File: config.mk
export PLATFORM = sky130hd
export DESIGN_NAME = fpq_round
export DESIGN_NICKNAME = d
export VERILOG_FILES = /design/src/hw/rtl/fixed_point_q24_8_alu_unit_assert.svh /design/src/hw/rtl/fpq_pkg.sv /design/src/hw/rtl/fpq_round.sv
export SDC_FILE = /design/constraint.sdc
export NUM_CORES = 1
export LEC_CHECK = 0
export ABC_CLOCK_PERIOD_IN_PS = 1550
export BUFFER_PORTS_ARGS = -buffer_cell sky130_fd_sc_hd__buf_4
export CORE_MARGIN = 10
export CORE_UTILIZATION = 35
export CTS_CLUSTER_DIAMETER = 200
export DETAILED_ROUTE_END_ITERATION = 8
export PLACE_DENSITY = 0.64
export SETUP_SLACK_MARGIN = 0.05
export SYNTH_ARGS = -nofsm -noshare
export SYNTH_HDL_FRONTEND = slang
export SYNTH_SLANG_ARGS = --single-unit
export TNS_END_PERCENT = 20
File: constraint.sdc
create_clock -name clk_i -period 1.55 [get_ports clk_i]
set_input_delay 0.2325 -clock clk_i [delete_from_list [all_inputs] [get_ports clk_i]]
set_output_delay 0.2325 -clock clk_i [all_outputs]
set_load 0.02 [all_outputs]
File: src/hw/rtl/fixed_point_q24_8_alu_unit_assert.svh
// Assertion macros used by the top module of the fixed-point ALU.
`ifndef FIXED_POINT_Q24_8_ALU_UNIT_ASSERT_SVH
`define FIXED_POINT_Q24_8_ALU_UNIT_ASSERT_SVH
`ifndef ASSERT_OFF
`define FPQ_ASSERT(lbl, clk, rstn, prop) \
  lbl: assert property (@(posedge clk) disable iff (!rstn) (prop)) \
    else $error("fpq assertion failed");
`define FPQ_ASSERT_IMPL(lbl, clk, rstn, ante, cons) \
  lbl: assert property (@(posedge clk) disable iff (!rstn) (ante) |-> (cons)) \
    else $error("fpq implication failed");
`else
`define FPQ_ASSERT(lbl, clk, rstn, prop)
`define FPQ_ASSERT_IMPL(lbl, clk, rstn, ante, cons)
`endif
`endif

File: src/hw/rtl/fpq_pkg.sv
`timescale 1ns / 1ps
package fpq_pkg;
  localparam int unsigned WordBits = 32;
  localparam int unsigned AccBits  = 2 * WordBits;

  localparam logic [3:0] OpAdd   = 4'd0;
  localparam logic [3:0] OpSub   = 4'd1;
  localparam logic [3:0] OpMul   = 4'd2;
  localparam logic [3:0] OpDiv   = 4'd3;
  localparam logic [3:0] OpGt    = 4'd4;
  localparam logic [3:0] OpLt    = 4'd5;
  localparam logic [3:0] OpGe    = 4'd6;
  localparam logic [3:0] OpLe    = 4'd7;
  localparam logic [3:0] OpEq    = 4'd8;
  localparam logic [3:0] OpNe    = 4'd9;
  localparam logic [3:0] OpMin   = 4'd10;
  localparam logic [3:0] OpMax   = 4'd11;
  localparam logic [3:0] OpInc   = 4'd12;
  localparam logic [3:0] OpDec   = 4'd13;
  localparam logic [3:0] OpToInt = 4'd14;
  localparam logic [3:0] OpFrInt = 4'd15;

  localparam logic [1:0] StOk  = 2'd0;
  localparam logic [1:0] StOvf = 2'd1;
  localparam logic [1:0] StDz  = 2'd2;

  localparam logic [WordBits-1:0] PosLimit = {1'b0, {(WordBits-1){1'b1}}};
  localparam logic [WordBits-1:0] NegLimit = {1'b1, {(WordBits-1){1'b0}}};

  typedef struct packed {
    logic [3:0]                 req_type;
    logic signed [WordBits-1:0] operand_a;
    logic signed [WordBits-1:0] operand_b;
  } req_t;

  typedef struct packed {
    logic signed [WordBits-1:0] result_value;
    logic                       compare_true;
    logic [1:0]                 status;
  } resp_t;

  typedef struct packed {
    logic                vld;
    logic                is_mul;
    logic                is_div;
    logic                neg;
    logic [WordBits-1:0] x;
    logic [WordBits-1:0] y;
    logic [AccBits-1:0]  acc;
    logic [WordBits:0]   rem;
    logic [WordBits-1:0] res;
    logic                cmp;
    logic [1:0]          st;
  } lane_t;
endpackage

File: src/hw/rtl/fpq_round.sv
`timescale 1ns / 1ps
module fpq_round #(
  parameter int unsigned FracBits = 8
) (
  input  logic           clk_i,
  input  logic           rst_ni,
  input  logic           en_i,
  input  fpq_pkg::lane_t lane_i,
  output logic           out_valid_o,
  output fpq_pkg::resp_t out_data_o
);
  import fpq_pkg::*;

  localparam int unsigned NumW = WordBits + FracBits;

  logic [AccBits-1:0] prod;
  logic [AccBits-1:0] qm;
  logic [AccBits-1:0] qd;
  logic [AccBits-1:0] qmag;
  logic [AccBits-1:0] lim;
  logic [WordBits:0]  gap;
  logic               rnd;
  resp_t              d;
  resp_t              q;
  logic               vld_q;

  always_comb begin
    prod = lane_i.acc + (AccBits'(1) << (FracBits - 1));
    qm   = prod >> FracBits;
    gap  = {1'b0, lane_i.y} - lane_i.rem;
    rnd  = lane_i.rem >= gap;
    qd   = AccBits'(lane_i.acc[NumW-1:0]) + AccBits'(rnd);
    qmag = lane_i.is_mul ? qm : qd;
    lim  = lane_i.neg ? AccBits'(NegLimit) : AccBits'(PosLimit);
    d.result_value = lane_i.res;
    d.compare_true = lane_i.cmp;
    d.status       = lane_i.st;
    if (lane_i.is_mul || lane_i.is_div) begin
      if (qmag > lim) begin
        d.result_value = lane_i.neg ? NegLimit : PosLimit;
        d.status       = StOvf;
      end else begin
        d.result_value = lane_i.neg ? -qmag[WordBits-1:0] : qmag[WordBits-1:0];
      end
    end
  end

  always_ff @(posedge clk_i or negedge rst_ni) begin
    if (!rst_ni) begin
      vld_q <= 1'b0;
    end else if (en_i) begin
      vld_q <= lane_i.vld;
    end
  end

  always_ff @(posedge clk_i) begin
    if (en_i) begin
      q <= d;
    end
  end

  assign out_valid_o = vld_q;
  assign out_data_o  = q;
endmodule

==> results.cfg <==
[finish]
nFillCells = 2126
num-nets-final = 1999
fin_area_sq_um = 14000
fin_cells = 2015
antenna_cells = 0
most-common-layout-cells = buf_4 (616), ha_1 (91), nor2_1 (89)
drive_gt1_frac = 0.459
final_common_cell = buf_4
area_delta_synth_final_pct = 69.1

[grt]
grt_pass1_vias = 10600
grt_remaining_overflow = 0
antenna_found_initial = 0
grt_pass1_wl_microns = 51500
track_usage = 0.198
grt_max_degree = 36

[clock_tree]
cts-root-buf = clkbuf_16
numCtsBuffers = 5
path_clk_slew_ns = 0.05
cts_sinks = 36
clock_latency_ns = 0.28
htree_levels = 2
clockBufferDepth = 2
cts_tree = built

[sta]
fin_skew_ns = 0
rsz0062_at_grt = yes
hold_viol = 0
fin_crit_ns = 7.55
finalMaxSlewViolations = 0
max_slew_margin = 0.652
tightestPinTransition_ns = 0.520
fin_crit_sh = 4.87
tns_ns = -201.00
layout_setup_ws_ns = -6.00
fmax_ghz = 0.133
setup_viol = 34

[drt]
wirelength_microns = 33000
ant_nets = 0
drt_iter0_markers = 603
drcViolationCount = 0
dr.pass1.iters = 7
via_count = 10700
avgRoutedWirePerCell_microns = 16.4
vias_per_cell = 5.30

[floorplan]
rows = 56
die_area_sq_um = 30300
chipWidth_microns = 174
core_sq_um = 23400
io_pins = 239
start_util = 0.355
die_height_microns = 174

[power_and_ir_drop]
powerDensity_nw_per_um2 = 453
p_comb_frac = 0.649
p_sw_w = 0.00236
ir_worst_vdd_mv = 0.515
swShare = 0.371
power.share.sequential = 0.189
intPower_w = 0.00400
power_frac_clock = 0.162
leakage_nw = 6.53

[outcome]
violations = negative setup slack
outcome = finished, violations left

[synth]
synthFlopType = edfxtp_1
synth_top_area_frac = 0.151
synth_cell_types = 90
synth_fp_nets = 1418
synth-seq-area-share = 0.129
avgSynthCellArea_sq_um = 7.46
ys_top_cells_by_area = ha_1 (15%), edfxtp_1 (13%), xor2_1 (5.6%)
synth.ff_latch_count = 36
synth_edf_count = 35
syn_inst = 1114
syn_area_sq_um = 8310
yosys.area.top_type = ha_1
async_reset_ff_frac = 0.0278
yosys_warnings = 0

[critical_path]
cpPeakStageDelay_ns = 0.41
timing.critical_path.mode_cell = a21oi_2
cp.arrival_ns = 7.58
path_max_fanout = 4
crit_path_start_kind = primary input
end_kind = register
required_ns = 1.58
crit_type = in -> reg
slowest_stage = a2111oi_2

[run]
maxCapViolCount = 0

[placement]
dp_hpwl_microns = 26700
place_ws_ns = -6.22
dp.cells = 1947
place.gp.congestion = 0.937
placed_area_sq_um = 12900
port_buffers = 206

[min_path]
hold_path.class = in -> reg
[state kept, by name (all words and copies together), names as in the netlist]
register / flops
out_valid_o: 1
out_data_o: 35
[worst max-delay path, delay by kind of cell]
family / cells / cell delay, ns
compound gates: 18 / 3.52
simple gates: 12 / 1.19
fa+ha+maj: 5 / 1.13
buf+inv: 8 / 0.84
xor+xnor: 2 / 0.38
mux: 1 / 0.30
[routing by layer]
metal / up-vias / part of all wire / track usage
met2: 369 / 0.47 / 0.338
met4: 0 / 0.021 / 0.0449
li1: 5319 / - / -
met5: - / 0 / 0
met3: 52 / 0.076 / 0.0477
met1: 4939 / 0.43 / 0.246
[power by group through the flow]
stage | registers, W | logic [W] | clock network, W
global placement | 0.00122 | 0.00367 | 0
finish | 0.00120 | 0.00412 | 0.00103
CTS | 0.00120 | 0.00394 | 0.00104
detailed placement | 0.00122 | 0.00374 | 0
global route | 0.00121 | 0.00452 | 0.00108
floorplan | 0.00134 | 0.00179 | 0
[final cells by class]
| cell class | instances | area [sq um] | area share |
|---|---|---|---|
| Sequential cell | 36 | 1080 | 0.0766 |
| Tap cell | 319 | 399 | 0.0284 |
| Multi-Input combinational cell | 951 | 7230 | 0.515 |
| Clock buffer | 8 | 156 | 0.0111 |
| Inverter | 67 | 264 | 0.0188 |
| Timing Repair Buffer | 634 | 4920 | 0.350 |
[cell usage after synthesis (28+ instances only)]
master,instances
nand2_1,89
xnor2_1,49
a21oi_1,83
o21ai_0,48
clkbuf_1,28
nor2_1,95
edfxtp_1,35
ha_1,100
xor2_1,53
nand4_1,42
inv_1,66
nor3_1,38
nand3_1,49
[repair_timing]
action                                  CTS  global route
hold endpoints to repair                  1             0
cloned                                    1             2
gates resized for setup                  53            69
hold buffers                              1             0
endpoints found under the setup margin   34            34
buffers inserted                         47            11
pin swaps                                33            51
[through the flow]
| stage | power [W] | utilization | hold slack [ns] |
|---|---|---|---|
| floorplan | 0.00313 | - | -0.0631 |
| global placement | 0.00488 | 0.552 | 0.00773 |
| detailed placement | 0.00496 | 0.552 | 0.00839 |
| CTS | 0.00618 | 0.584 | 0.126 |
| global route | 0.00681 | 0.600 | 0.126 |
| finish | 0.00636 | 0.600 | 0.130 |
[path summary, 6_finish.rpt]
check	from	to	slack (ns)	cells after the start
setup reg to reg	out_valid_o	out_valid_o	0.81	1
hold / removal	lane_i[2]	out_data_o[2]	0.13	1
max in group asynchronous	rst_ni	out_valid_o	1.20	2
hold reg to reg	out_valid_o	out_valid_o	0.51	1
setup / recovery	lane_i[132]	out_data_o[30]	-6.00	46
min in group asynchronous	rst_ni	out_valid_o	0.27	2
[logic make-up (layout without fill, tap and decap cells)]
family / Yosys count / after routing / share of synthesized area
AOI/OAI and AO/OA: 275 / 275 / 0.214
xor gates and xnor gates: 102 / 102 / 0.108
adders and majority gates: 101 / 101 / 0.153
buffers and inverters: 127 / 709 / 0.0673
DFF: 36 / 36 / 0.129
muxes: 38 / 38 / 0.0474
and+or+nand+nor: 435 / 435 / 0.281
Note: power is estimated with default switching activity, not from simulation.
