**src/hw/rtl/fixed_point_q24_8_alu_unit_assert.svh**
```systemverilog
// Assertion macros used by the top module of the fixed-point ALU.
`ifndef FIXED_POINT_Q24_8_ALU_UNIT_ASSERT_SVH
`define FIXED_POINT_Q24_8_ALU_UNIT_ASSERT_SVH
`ifndef ASSERT_OFF
`define FPQ_ASSERT(lbl, clk, rstn, prop) \
  lbl: assert property (@(posedge clk) disable iff (!rstn) (prop)) \
    else $error("fpq assertion failed");
`define FPQ_ASSERT_IMPL(lbl, clk, rstn, ante, cons) \
  lbl: assert property (@(posedge clk) disable iff (!rstn) (ante) |-> (cons)) \
    else $error("fpq implication failed");
`else
`define FPQ_ASSERT(lbl, clk, rstn, prop)
`define FPQ_ASSERT_IMPL(lbl, clk, rstn, ante, cons)
`endif
`endif

```
**src/hw/rtl/fpq_pkg.sv**
```systemverilog
`timescale 1ns / 1ps
package fpq_pkg;
  localparam int unsigned WordBits = 32;
  localparam int unsigned AccBits  = 2 * WordBits;

  localparam logic [3:0] OpAdd   = 4'd0;
  localparam logic [3:0] OpSub   = 4'd1;
  localparam logic [3:0] OpMul   = 4'd2;
  localparam logic [3:0] OpDiv   = 4'd3;
  localparam logic [3:0] OpGt    = 4'd4;
  localparam logic [3:0] OpLt    = 4'd5;
  localparam logic [3:0] OpGe    = 4'd6;
  localparam logic [3:0] OpLe    = 4'd7;
  localparam logic [3:0] OpEq    = 4'd8;
  localparam logic [3:0] OpNe    = 4'd9;
  localparam logic [3:0] OpMin   = 4'd10;
  localparam logic [3:0] OpMax   = 4'd11;
  localparam logic [3:0] OpInc   = 4'd12;
  localparam logic [3:0] OpDec   = 4'd13;
  localparam logic [3:0] OpToInt = 4'd14;
  localparam logic [3:0] OpFrInt = 4'd15;

  localparam logic [1:0] StOk  = 2'd0;
  localparam logic [1:0] StOvf = 2'd1;
  localparam logic [1:0] StDz  = 2'd2;

  localparam logic [WordBits-1:0] PosLimit = {1'b0, {(WordBits-1){1'b1}}};
  localparam logic [WordBits-1:0] NegLimit = {1'b1, {(WordBits-1){1'b0}}};

  typedef struct packed {
    logic [3:0]                 req_type;
    logic signed [WordBits-1:0] operand_a;
    logic signed [WordBits-1:0] operand_b;
  } req_t;

  typedef struct packed {
    logic signed [WordBits-1:0] result_value;
    logic                       compare_true;
    logic [1:0]                 status;
  } resp_t;

  typedef struct packed {
    logic                vld;
    logic                is_mul;
    logic                is_div;
    logic                neg;
    logic [WordBits-1:0] x;
    logic [WordBits-1:0] y;
    logic [AccBits-1:0]  acc;
    logic [WordBits:0]   rem;
    logic [WordBits-1:0] res;
    logic                cmp;
    logic [1:0]          st;
  } lane_t;
endpackage

```
**src/hw/rtl/fpq_cell.sv**
```systemverilog
`timescale 1ns / 1ps
module fpq_cell #(
  parameter int unsigned Idx      = 0,
  parameter int unsigned FracBits = 8
) (
  input  logic           clk_i,
  input  logic           rst_ni,
  input  logic           en_i,
  input  fpq_pkg::lane_t lane_i,
  output fpq_pkg::lane_t lane_o
);
  import fpq_pkg::*;

  localparam int unsigned NumW = WordBits + FracBits;

  lane_t              d;
  lane_t              q;
  logic               vld_q;
  logic [WordBits:0]  r2;
  logic [WordBits:0]  diff;
  logic               ge;
  logic [AccBits-1:0] mul_term;

  if (Idx < WordBits) begin : g_mul
    assign mul_term = lane_i.y[Idx] ? ({{WordBits{1'b0}}, lane_i.x} << Idx) : '0;
  end else begin : g_nomul
    assign mul_term = '0;
  end

  always_comb begin
    d    = lane_i;
    r2   = {lane_i.rem[WordBits-1:0], lane_i.acc[NumW-1]};
    diff = r2 - {1'b0, lane_i.y};
    ge   = r2 >= {1'b0, lane_i.y};
    if (lane_i.is_div) begin
      d.rem = ge ? diff : r2;
      d.acc = {lane_i.acc[AccBits-2:0], ge};
    end else if (lane_i.is_mul) begin
      d.acc = lane_i.acc + mul_term;
    end
  end

  always_ff @(posedge clk_i or negedge rst_ni) begin
    if (!rst_ni) begin
      vld_q <= 1'b0;
    end else if (en_i) begin
      vld_q <= lane_i.vld;
    end
  end

  always_ff @(posedge clk_i) begin
    if (en_i) begin
      q <= d;
    end
  end

  always_comb begin
    lane_o     = q;
    lane_o.vld = vld_q;
  end
endmodule

```
**config.mk**
```make
export PLATFORM = sky130hd
export DESIGN_NAME = fpq_cell
export DESIGN_NICKNAME = d
export VERILOG_FILES = /design/src/hw/rtl/fixed_point_q24_8_alu_unit_assert.svh /design/src/hw/rtl/fpq_pkg.sv /design/src/hw/rtl/fpq_cell.sv
export SDC_FILE = /design/constraint.sdc
export NUM_CORES = 1
export LEC_CHECK = 0
export ABC_AREA = 1
export BUFFER_PORTS_ARGS = -buffer_cell sky130_fd_sc_hd__buf_4
export CAP_MARGIN = 10
export CORE_UTILIZATION = 40
export CTS_CLUSTER_DIAMETER = 150
export DETAILED_ROUTE_END_ITERATION = 10
export HOLD_SLACK_MARGIN = 0.03
export SLEW_MARGIN = 20
export SYNTH_ARGS = -nofsm -noshare
export SYNTH_HDL_FRONTEND = slang
export SYNTH_SLANG_ARGS = --single-unit
```
**constraint.sdc**
```tcl
create_clock -name clk_i -period 0.88 [get_ports clk_i]
set_input_delay 0.044 -clock clk_i [delete_from_list [all_inputs] [get_ports clk_i]]
set_output_delay 0.044 -clock clk_i [all_outputs]
set_load 0.05 [all_outputs]
```
==> impl_results.md, run 1 <==
* Status: complete, but fails checks
* Failing checks: negative setup slack
* Total track usage at 0.345
* TritonCTS buffer count at 17
* Row count at 69
* Setup Slack @ Placement at -1.67 ns
* Hold Crit Start: lane_i[103]
* Clk slew on worst S/H paths at 0.08 ns
* Clock skew at 0 ns
* Gr ovfl total at 0
* Leakage at 13.8 nW
* H-Tree Depth at 4
* Initial antenna violation count at 1
* # IOs at 403
* Fillcell total at 2172
* Mapped cell area at 0.0144 sq mm
* Post-synthesis area per instance at 7.11 sq um
* Clk root buf: clkbuf_16
* R2R Path Start: vld_q$_DFFE_PN0P_
* WP data arrival at 1.94 ns
* Period utilization at 1.93
* Synth warn at 0
* Die ar. at 0.0366 sq mm
* Max_cap viols at 0
* RSZ-0062 raised after global routing: yes
* Final Slew Violations at 0
* Post-place instance area at 0.0223 sq mm
* Synth top area share at 0.416
* Gpl congestion at 0.969
* Worst-path fanout max at 6
* Async SR Flop Fraction at 0.00500
* Worst setup EP type: register
* Initial drt markers at 1241
* Top cell type by total area after synthesis: edfxtp_1
* Power Dens Cells at 1310 mW/mm^2
* Post-Syn Instances at 2019
* Reg-to-Reg End: vld_q$_DFFE_PN0P_
* Primary FF master, synth: edfxtp_1
* Post-synth top cells: nand2_1 (740), inv_1 (349), edfxtp_1 (199)
* Worst hold stages at 4
* ANT nets after route at 0
* Via count at 18145
* Share of cells above drive strength 1 at 0.495
* Count of cell types in the netlist at 38
* Cell with the most instances after synthesis: nand2_1
* Top post-synthesis cells by area: edfxtp_1 (42%), nand2_1 (19%), inv_1 (9.1%), ha_1 (5.6%), nand3_1 (5.5%)
* Drt pass-1 iters at 6
* Hold Path Sink: lane_o[103]$_DFFE_PP_
* Vias in the first global route at 18355
* IR drop worst, VDD at 0.00156 V
* Peak Freq at 588 MHz
* Fin. Hold Viols at 0
* Sink Count at 200
* Worst skew pair latency at 0.48 ns
* Worst path required time at 1.12 ns
* Max_slew headroom at 0.617
* Worst hold path class: in -> reg
* Final setup viols at 297
* Area grow syn2layout at 99.0%
* Clock period minus worst slack at 1.70 ns
* Post-synth EDFFs at 199
* TritonCTS clock tree: built
* Die width at 191 um
* WL per Instance at 19.0 um
* Largest net degree at the start of global routing at 43
* Crit path kind: in -> reg
* First-pass GRT wire length at 95900 um
* CP Launch Type: primary input
* Detailed placer's ending HPWL at 45500 um
* CTS max path bufs at 2
* Total core area at 0.0354 sq mm
* Final Cell Area at 0.0286 sq mm
* Worst Tran Pin Value at 0.569 ns
* Total wire length at 66800 um
* Cells on worst reg2reg path at 1
* Post-synthesis register bit count at 200
* Sum Neg Setup Slack at -106.51 ns
* Register area share after synthesis at 0.418
* Mapped Nets at 2288
* Initial core utilization at 0.405
* Reg2Reg Setup Slack at 0.12 ns
* Die H at 191 um
* Vias per Instance at 5.16
* Overall power at 37.4 mW
* # nets final at 3310
* Buffers added on ports at 402
* DRC viols at 0
* Final worst setup slack at -0.822 ns
## critical path, stage by stage
cell and delay (ns):
buf_16 0.14, buf_8 0.13, nand2_4 0.04, inv_2 0.04, ha_4 0.16, fa_2 0.38
nand3_2 0.09, nand3_4 0.08, nand2_2 0.07, nand2_2 0.07, nand2_2 0.08, nand2_4 0.07
a21oi_4 0.20, inv_1 0.07, nand2_1 0.09, nand3_2 0.06, nand2_1 0.07, nand2_1 0.04
## placed cells by master (no fill, tap or decap), types with 18 or more instances in the layout
master and instances:
nand3_2 67, nand3_1 70, clkbuf_16 18, nor2_2 29
buf_4 553, nand2_1 483, inv_2 62, nor2_1 85
nor3_1 24, ha_4 63, buf_12 24, nand2_2 162
a21oi_1 55, nand4_1 26, buf_6 263, edfxtp_1 199
nand3_4 23, nor2_4 35, inv_1 272, dlygate4sd3_1 192
o21ai_1 68, nand2_4 96
## report_power, final
part           switching (mW)  internal [mW]
sequential              0.462           11.5
combinational            9.62           7.36
clock                    4.32           4.08
total                    14.4           23.0
## per-layer routing
metal / vias up / part of all wire / GRT usage
met5: - / 0 / 0
met2: 797 / 0.52 / 0.626
met3: 206 / 0.062 / 0.0633
met4: 0 / 0.051 / 0.170
li1: 8520 / - / -
met1: 8622 / 0.37 / 0.384
## sequential cells by signal, indices dropped and copies added, names as in the netlist
signal	flops
vld_q	1
lane_o	199
## kinds of logic after synthesis
logic type	synth area share
DFF	0.418
muxes	0.000785
adders and majority gates	0.0586
xor gates and xnor gates	0.0220
and+or+nand+nor	0.326
AOI/OAI and AO/OA	0.0696
buffers and inverters	0.105
## repair_timing
item,in CTS,in global routing
hold endpoints to repair,190,3
hold buffers,190,3
setup buffers,50,21
gates resized for setup,603,258
endpoints found under the setup margin,297,298
pin swaps,134,142
cloned,7,1
## worst max path at each step
stage | from | end | slack, ns | cells after the start
after global routing | lane_i[132] | lane_o[118]$_DFFE_PP_ | -0.90 | 20
after detailed placement | lane_i[132] | lane_o[118]$_DFFE_PP_ | -1.67 | 18
after floorplan | lane_i[132] | lane_o[100]$_DFFE_PP_ | -1.02 | 17
final | lane_i[132] | lane_o[92]$_DFFE_PP_ | -0.82 | 18
after global placement | lane_i[132] | lane_o[118]$_DFFE_PP_ | -1.63 | 18
after CTS | lane_i[132] | lane_o[112]$_DFFE_PP_ | -0.76 | 18
## through the flow
stage / instances / hold WS, ns / utilization
4_1_cts: 3499 / 0.0335 / 0.777
3_5_place_dp: 3224 / -0.179 / 0.629
2_1_floorplan: 2019 / -0.252 / -
3_3_place_gp: 3224 / -0.180 / 0.629
6_report: 3516 / 0.0509 / 0.807
5_1_grt: 3516 / 0.0493 / 0.807
## cell type report
cell class	instances	area [sq um]	share of cell area
Sequential cell	200	6000	0.210
Inverter	351	1390	0.0486
Clock buffer	17	425	0.0149
Tap cell	461	577	0.0202
Clock inverter	15	174	0.00609
Antenna cell	1	2.50	0.0000876
Multi-Input combinational cell	1427	10200	0.357
Timing Repair Buffer	1044	9790	0.343
(Power assumes the default switching activity.)
==> run 2, diff against run 1 <==
Clock period 0.88 ns to 1.9 ns, I/O delays scaled along.
==> impl_results.md, run 2 (same netlist as run 1, synthesis figures left out) <==
* Detailed placer's ending HPWL at 42700 um (-6.2%)
* Reg2Reg Setup Slack at 1.12 ns (+1.00 ns)
* Sink Count at 200 (unchanged)
* Clk slew on worst S/H paths at 0.09 ns (about the same)
* Vias in the first global route at 16190 (-12%)
* Reg-to-Reg End: vld_q$_DFFE_PN0P_
* TritonCTS clock tree: built
* Worst path required time at 2.11 ns (+0.99 ns)
* Final setup viols at 0 (-100%)
* Worst skew pair latency at 0.47 ns (about the same)
* Met2 wire len at 28200 um (-18%)
* Reg area at 0.00600 sq mm (unchanged)
* Peak Freq at 553 MHz
* Hold Crit Start: lane_i[45]
* Final Slew Violations at 0 (unchanged)
* Die width at 191 um (unchanged)
* Fillcell total at 3132 (+44%)
* Worst hold stages at 4 (unchanged)
* Crit. Startpoint: lane_i[132]
* Cells on worst reg2reg path at 1 (unchanged)
* Final Cell Area at 0.0229 sq mm (-20%)
* Status: completed
* Wire length on met3 at 2900 um (-30%)
* Worst Tran Pin Value at 0.484 ns (-0.0849 ns)
* Leakage at 11.7 nW (-15%)
* Max_slew headroom at 0.675 (+0.0576)
* Gr ovfl total at 0 (unchanged)
* CTS max path bufs at 2 (unchanged)
* R2R Path Start: vld_q$_DFFE_PN0P_
* Most common cell after layout, fill and taps aside: nand2_1
* DR top layer: met4
* Initial core utilization at 0.405 (unchanged)
* Total core area at 0.0354 sq mm (unchanged)
* Fin. Hold Viols at 0 (unchanged)
* Clock skew at 0 ns (unchanged)
* Clock period minus worst slack at 1.81 ns
* Diode count at 0 (-1)
* Worst hold path class: in -> reg
* WL per Instance at 16.7 um (-12%)
* Share of cells above drive strength 1 at 0.291 (-0.205)
* WP data arrival at 2.02 ns (+0.08 ns)
* Post-place instance area at 0.0201 sq mm (-9.8%)
* IR drop worst, VDD at 0.000716 V (-54%)
* Largest net degree at the start of global routing at 75 (+74%)
* First-pass GRT wire length at 83100 um (-13%)
* Drt pass-1 iters at 5 (-1)
* TritonCTS buffer count at 17 (unchanged)
* Finished Layout Cells at 3339 (-5.0%)
* CP Launch Type: primary input
* Die ar. at 0.0366 sq mm (unchanged)
* # IOs at 403 (unchanged)
* ANT nets after route at 0 (unchanged)
* Row count at 69 (unchanged)
* Vias per Instance at 4.92 (-4.8%)
* Final worst setup slack at 0.0905 ns (+0.913 ns)
* Area grow syn2layout at 59.4%
* Period utilization at 0.952
* Max reg flops at 199 (unchanged)
* Worst setup EP type: register
* H-Tree Depth at 4 (unchanged)
* Total track usage at 0.296 (-0.0490)
* Hold Path Sink: lane_o[45]$_DFFE_PP_
* DRC viols at 0 (unchanged)
* Via count at 16412 (-9.6%)
* Clk root buf: clkbuf_16
* Setup Slack @ Placement at -0.730 ns (+0.944 ns)
* # nets final at 3134 (-5.3%)
* Most frequent cells in the layout: nand2_1 (704), buf_4 (680), inv_1 (347)
* Worst-path fanout max at 17 (+11)
* Initial drt markers at 932 (-25%)
* Buffers added on ports at 402 (unchanged)
* Placed insts at 3126 (-3.0%)
* Initial antenna violation count at 0 (-1)
* Power Dens Cells at 666 mW/mm^2 (-49%)
* Die H at 191 um (unchanged)
* Overall power at 15.2 mW (-59%)
* Min Hold Slack at 0.0333 ns (-0.0176 ns)
* Crit path kind: in -> reg
* M1 WL at 23100 um (-6.9%)
* Multi-input logic area at 0.00725 sq mm (-29%)
* Max_cap viols at 0 (unchanged)
* Total wire length at 55600 um (-17%)
* Gpl congestion at 1.01 (+4.3%)
## run 2: routing by layer
| layer | global-route usage | up-vias |
|---|---|---|
| met5 | 0 | - |
| met4 | 0.100 | 0 |
| met3 | 0.0343 | 84 |
| met2 | 0.539 | 540 |
| met1 | 0.358 | 7633 |
| li1 | - | 8155 |
## run 2: critical path: stages
cell     delay, ns
buf_16        0.14
nand2_1       0.06
inv_1         0.04
ha_1          0.36
nand2_1       0.15
nor2_1        0.20
nand2_1       0.11
nor3_1        0.23
buf_4         0.18
nand2_2       0.07
nand3_1       0.10
nand2_1       0.05
o21ai_1       0.12
o21ai_0       0.09
## run 2: area by class of cell
cell class | instances | share of cell area
multi-input combinational | 1426 | 0.317
timing repair buffer | 869 | 0.311
sequential | 200 | 0.262
inverter | 351 | 0.0576
tap | 461 | 0.0252
clock buffer | 17 | 0.0186
clock inverter | 15 | 0.00853
## run 2: how the worst max path moves through the flow
stage,end,slack (ns),depth (start not counted)
final,lane_o[96]$_DFFE_PP_,0.09,14
after global routing,lane_o[101]$_DFFE_PP_,-0.02,17
after CTS,lane_o[116]$_DFFE_PP_,0.01,17
after detailed placement,lane_o[101]$_DFFE_PP_,-0.73,18
after global placement,lane_o[101]$_DFFE_PP_,-0.73,18
after floorplan,lane_o[100]$_DFFE_PP_,-0.05,17
## run 2: timing repair
| item | CTS | global route |
|---|---|---|
| resized for setup | 5 | 85 |
| pin swaps | 0 | 5 |
| setup buffers | 0 | 1 |
| hold endpoints to repair | 176 | 1 |
| setup endpoints to repair | 43 | 72 |
| hold buffers | 178 | 1 |
| cloned | 0 | 1 |
## run 2: power breakdown
group	total, mW	switching, mW	internal (mW)
Clock	3.86	2.04	1.81
Sequential	5.47	0.135	5.33
Combinational	5.91	3.64	2.28
## run 2: metrics by stage
step / TNS (ns) / utilization
floorplan: -0.351 / -
global placement: -42.51 / 0.567
detailed placement: -43.94 / 0.567
CTS: 0 / 0.636
global route: -0.0344 / 0.646
finish: 0 / 0.646
==> run 3, diff against run 2 <==
Settings changed: CELL_PAD_IN_SITES_DETAIL_PLACEMENT set to 1, CELL_PAD_IN_SITES_GLOBAL_PLACEMENT set to 2, CORE_UTILIZATION 40 to 29, GPL_TIMING_DRIVEN set to 0, PLACE_DENSITY_LB_ADDON set to 0.1.
==> impl_results.md, run 3 (same netlist as run 1, synthesis figures left out) <==
* Peak Freq at 520 MHz (-5.8%)
* Clock skew at 0 ns (unchanged)
* TritonCTS clock tree: built
* Row count at 81 (+17%)
* Most common cell after layout, fill and taps aside: nand2_1
* Die H at 224 um (+17%)
* Clk root buf: clkbuf_16
* Worst Tran Pin Value at 1.00 ns (+0.520 ns)
* Worst path required time at 2.16 ns (+0.05 ns)
* WP data arrival at 2.18 ns (+0.16 ns)
* Via count at 15889 (-3.2%)
* Setup Slack @ Placement at -1.12 ns (-0.393 ns)
* Hold Path Sink: lane_o[114]$_DFFE_PP_
* GR Layer Usage met3 at 0.0397 (+0.00538)
* Met2 global-route usage at 0.479 (-0.0599)
* Worst hold path class: in -> reg
* Final setup viols at 2 (+2)
* DRC viols at 0 (unchanged)
* Initial antenna violation count at 3 (+3)
* # nets final at 2930 (-6.5%)
* IR drop worst, VDD at 0.000446 V (-38%)
* Clock period minus worst slack at 1.92 ns (+0.112 ns)
* Max_slew headroom at 0.325 (-0.350)
* Detailed placer's ending HPWL at 50900 um (+19%)
* Clk slew on worst S/H paths at 0.08 ns (about the same)
* R2R Path Start: vld_q$_DFFE_PN0P_
* ANT nets after route at 0 (unchanged)
* Reg2Reg Setup Slack at 1.13 ns (about the same)
* Fin. Hold Viols at 0 (unchanged)
* Worst hold stages at 4 (unchanged)
* Power Dens Cells at 667 mW/mm^2 (+0.17%)
* Most frequent cells in the layout: nand2_1 (636), buf_4 (417), inv_1 (345)
* Drt pass-1 iters at 5 (unchanged)
* Leakage at 10.8 nW (-7.4%)
* Worst-path fanout max at 8 (-9)
* Min Hold Slack at 0.0271 ns (-0.00616 ns)
* Period utilization at 1.01 (+0.0592)
* Initial core utilization at 0.294 (-0.112)
* WL per Instance at 19.7 um (+18%)
* Max_cap viols at 0 (unchanged)
* Gpl congestion at 0.893 (-12%)
* First-pass GRT wire length at 98300 um (+18%)
* Hold Crit Start: lane_i[114]
* Share of cells above drive strength 1 at 0.288 (-0.00324)
* Die ar. at 0.0504 sq mm (+38%)
* Final Util at 0.468 (-0.178)
* Post-place instance area at 0.0184 sq mm (-8.5%)
* Failing checks: negative setup slack
* Cells on worst reg2reg path at 1 (unchanged)
* RSZ-0062 raised after global routing: yes
* Max reg flops at 199 (unchanged)
* Crit path kind: in -> reg
* Fillcell total at 5957 (+90%)
* Worst setup EP type: register
* Sink Count at 200 (unchanged)
* Initial drt markers at 667 (-28%)
* Die width at 224 um (+17%)
* Largest net degree at the start of global routing at 83 (+11%)
* CP Launch Type: primary input
* TritonCTS buffer count at 17 (unchanged)
* Sum Neg Setup Slack at -0.0239 ns (-0.0239 ns)
* GR Layer Usage met1 at 0.311 (-0.0473)
* CTS max path bufs at 2 (unchanged)
* Buffers added on ports at 402 (unchanged)
* Vias per Instance at 4.76 (-3.2%)
* Status: complete, but fails checks
* Total track usage at 0.261 (-0.0346)
* Final Cell Area at 0.0229 sq mm (about the same)
* Total wire length at 65900 um (+18%)
* # IOs at 403 (unchanged)
* H-Tree Depth at 4 (unchanged)
* Reg-to-Reg End: vld_q$_DFFE_PN0P_
* Gr ovfl total at 0 (unchanged)
* Total core area at 0.0488 sq mm (+38%)
* Worst skew pair latency at 0.51 ns (+0.04 ns)
* Final Slew Violations at 0 (unchanged)
* Gr busiest metal: met2
* Area grow syn2layout at 59.5% (about the same)
* Final worst setup slack at -0.0219 ns (-0.112 ns)
* Vias in the first global route at 17033 (+5.2%)
==> run 3: changes by cell type in the layout (fill, tap and decap cells not counted), moves of 16 or more <==
| cell | change |
|---|---|
| buf_4 | -263 |
| clkbuf_1 | +16 |
| dlygate4sd3_1 | +23 |
| ha_1 | -51 |
| ha_4 | +43 |
| nand2_1 | -68 |
| nand2_2 | +48 |
| nand2_4 | +18 |
| nand3_1 | -21 |
| nor2_1 | -19 |
| nor2_4 | +19 |
==> run 3: worst max path at each step <==
stage | from | slack, ns | depth (start not counted) | end
floorplan | lane_i[132] | -0.05 | 17 | lane_o[100]$_DFFE_PP_
global placement | lane_i[132] | -1.06 | 17 | lane_o[131]$_DFFE_PP_
detailed placement | lane_i[132] | -1.12 | 17 | lane_o[131]$_DFFE_PP_
CTS | lane_i[132] | 0.0006 | 18 | lane_o[100]$_DFFE_PP_
global route | lane_i[132] | -0.09 | 16 | lane_o[84]$_DFFE_PP_
finish | lane_i[132] | -0.02 | 18 | lane_o[106]$_DFFE_PP_
==> run 3: area by class of cell <==
type,instances,area (sq um),area share
repair buffers,624,5280,0.231
flip-flops and latches,200,6000,0.262
clock buffers,17,425,0.0186
clock inverters,15,173,0.00755
diodes,2,5.00,0.000219
plain buffers,41,274,0.0120
inverters,351,1320,0.0577
well taps,664,831,0.0363
multi-input cells,1426,8580,0.375
==> run 3: per-stage QoR <==
stage | instances | power (mW)
5_1_grt | 3340 | 16.0
2_1_floorplan | 2019 | 8.64
3_3_place_gp | 3085 | 10.6
3_5_place_dp | 3087 | 10.6
6_report | 3340 | 15.3
4_1_cts | 3328 | 15.0
==> run 3: worst max-delay path, stage by stage <==
cell	delay, ns
buf_12	0.13
clkbuf_16	0.16
nand2_8	0.07
inv_4	0.04
ha_4	0.16
fa_2	0.45
nand3_2	0.11
nand3_4	0.12
nand2_2	0.10
nand2_4	0.07
nand2_2	0.08
nand3_4	0.10
nand2_4	0.09
nand2_4	0.08
nand2_1	0.09
nand2_1	0.06
nand3_1	0.06
o21ai_1	0.08
==> run 3: layer usage <==
metal / vias to the layer above / wire length [um]
li1: 7759 / -
met1: 7717 / 27300
met2: 331 / 34300
met3: 82 / 2470
met4: 0 / 1800
met5: - / 0
==> run 3: power breakdown <==
part	leakage [nW]	switching, mW	internal, mW
registers	1.96	0.125	5.33
logic	8.60	3.87	2.10
clock network	0.286	2.06	1.77
total	10.8	6.06	9.21
==> run 3: what timing repair did <==
| action | 4_1_cts | 5_1_grt |
|---|---|---|
| hold buffers | 200 | 2 |
| gates resized for setup | 153 | 247 |
| pin swaps | 19 | 34 |
| setup buffers | 9 | 8 |
| setup endpoints to repair | 83 | 73 |
| endpoints found under the hold margin | 242 | 2 |
| gates cloned | 1 | 0 |
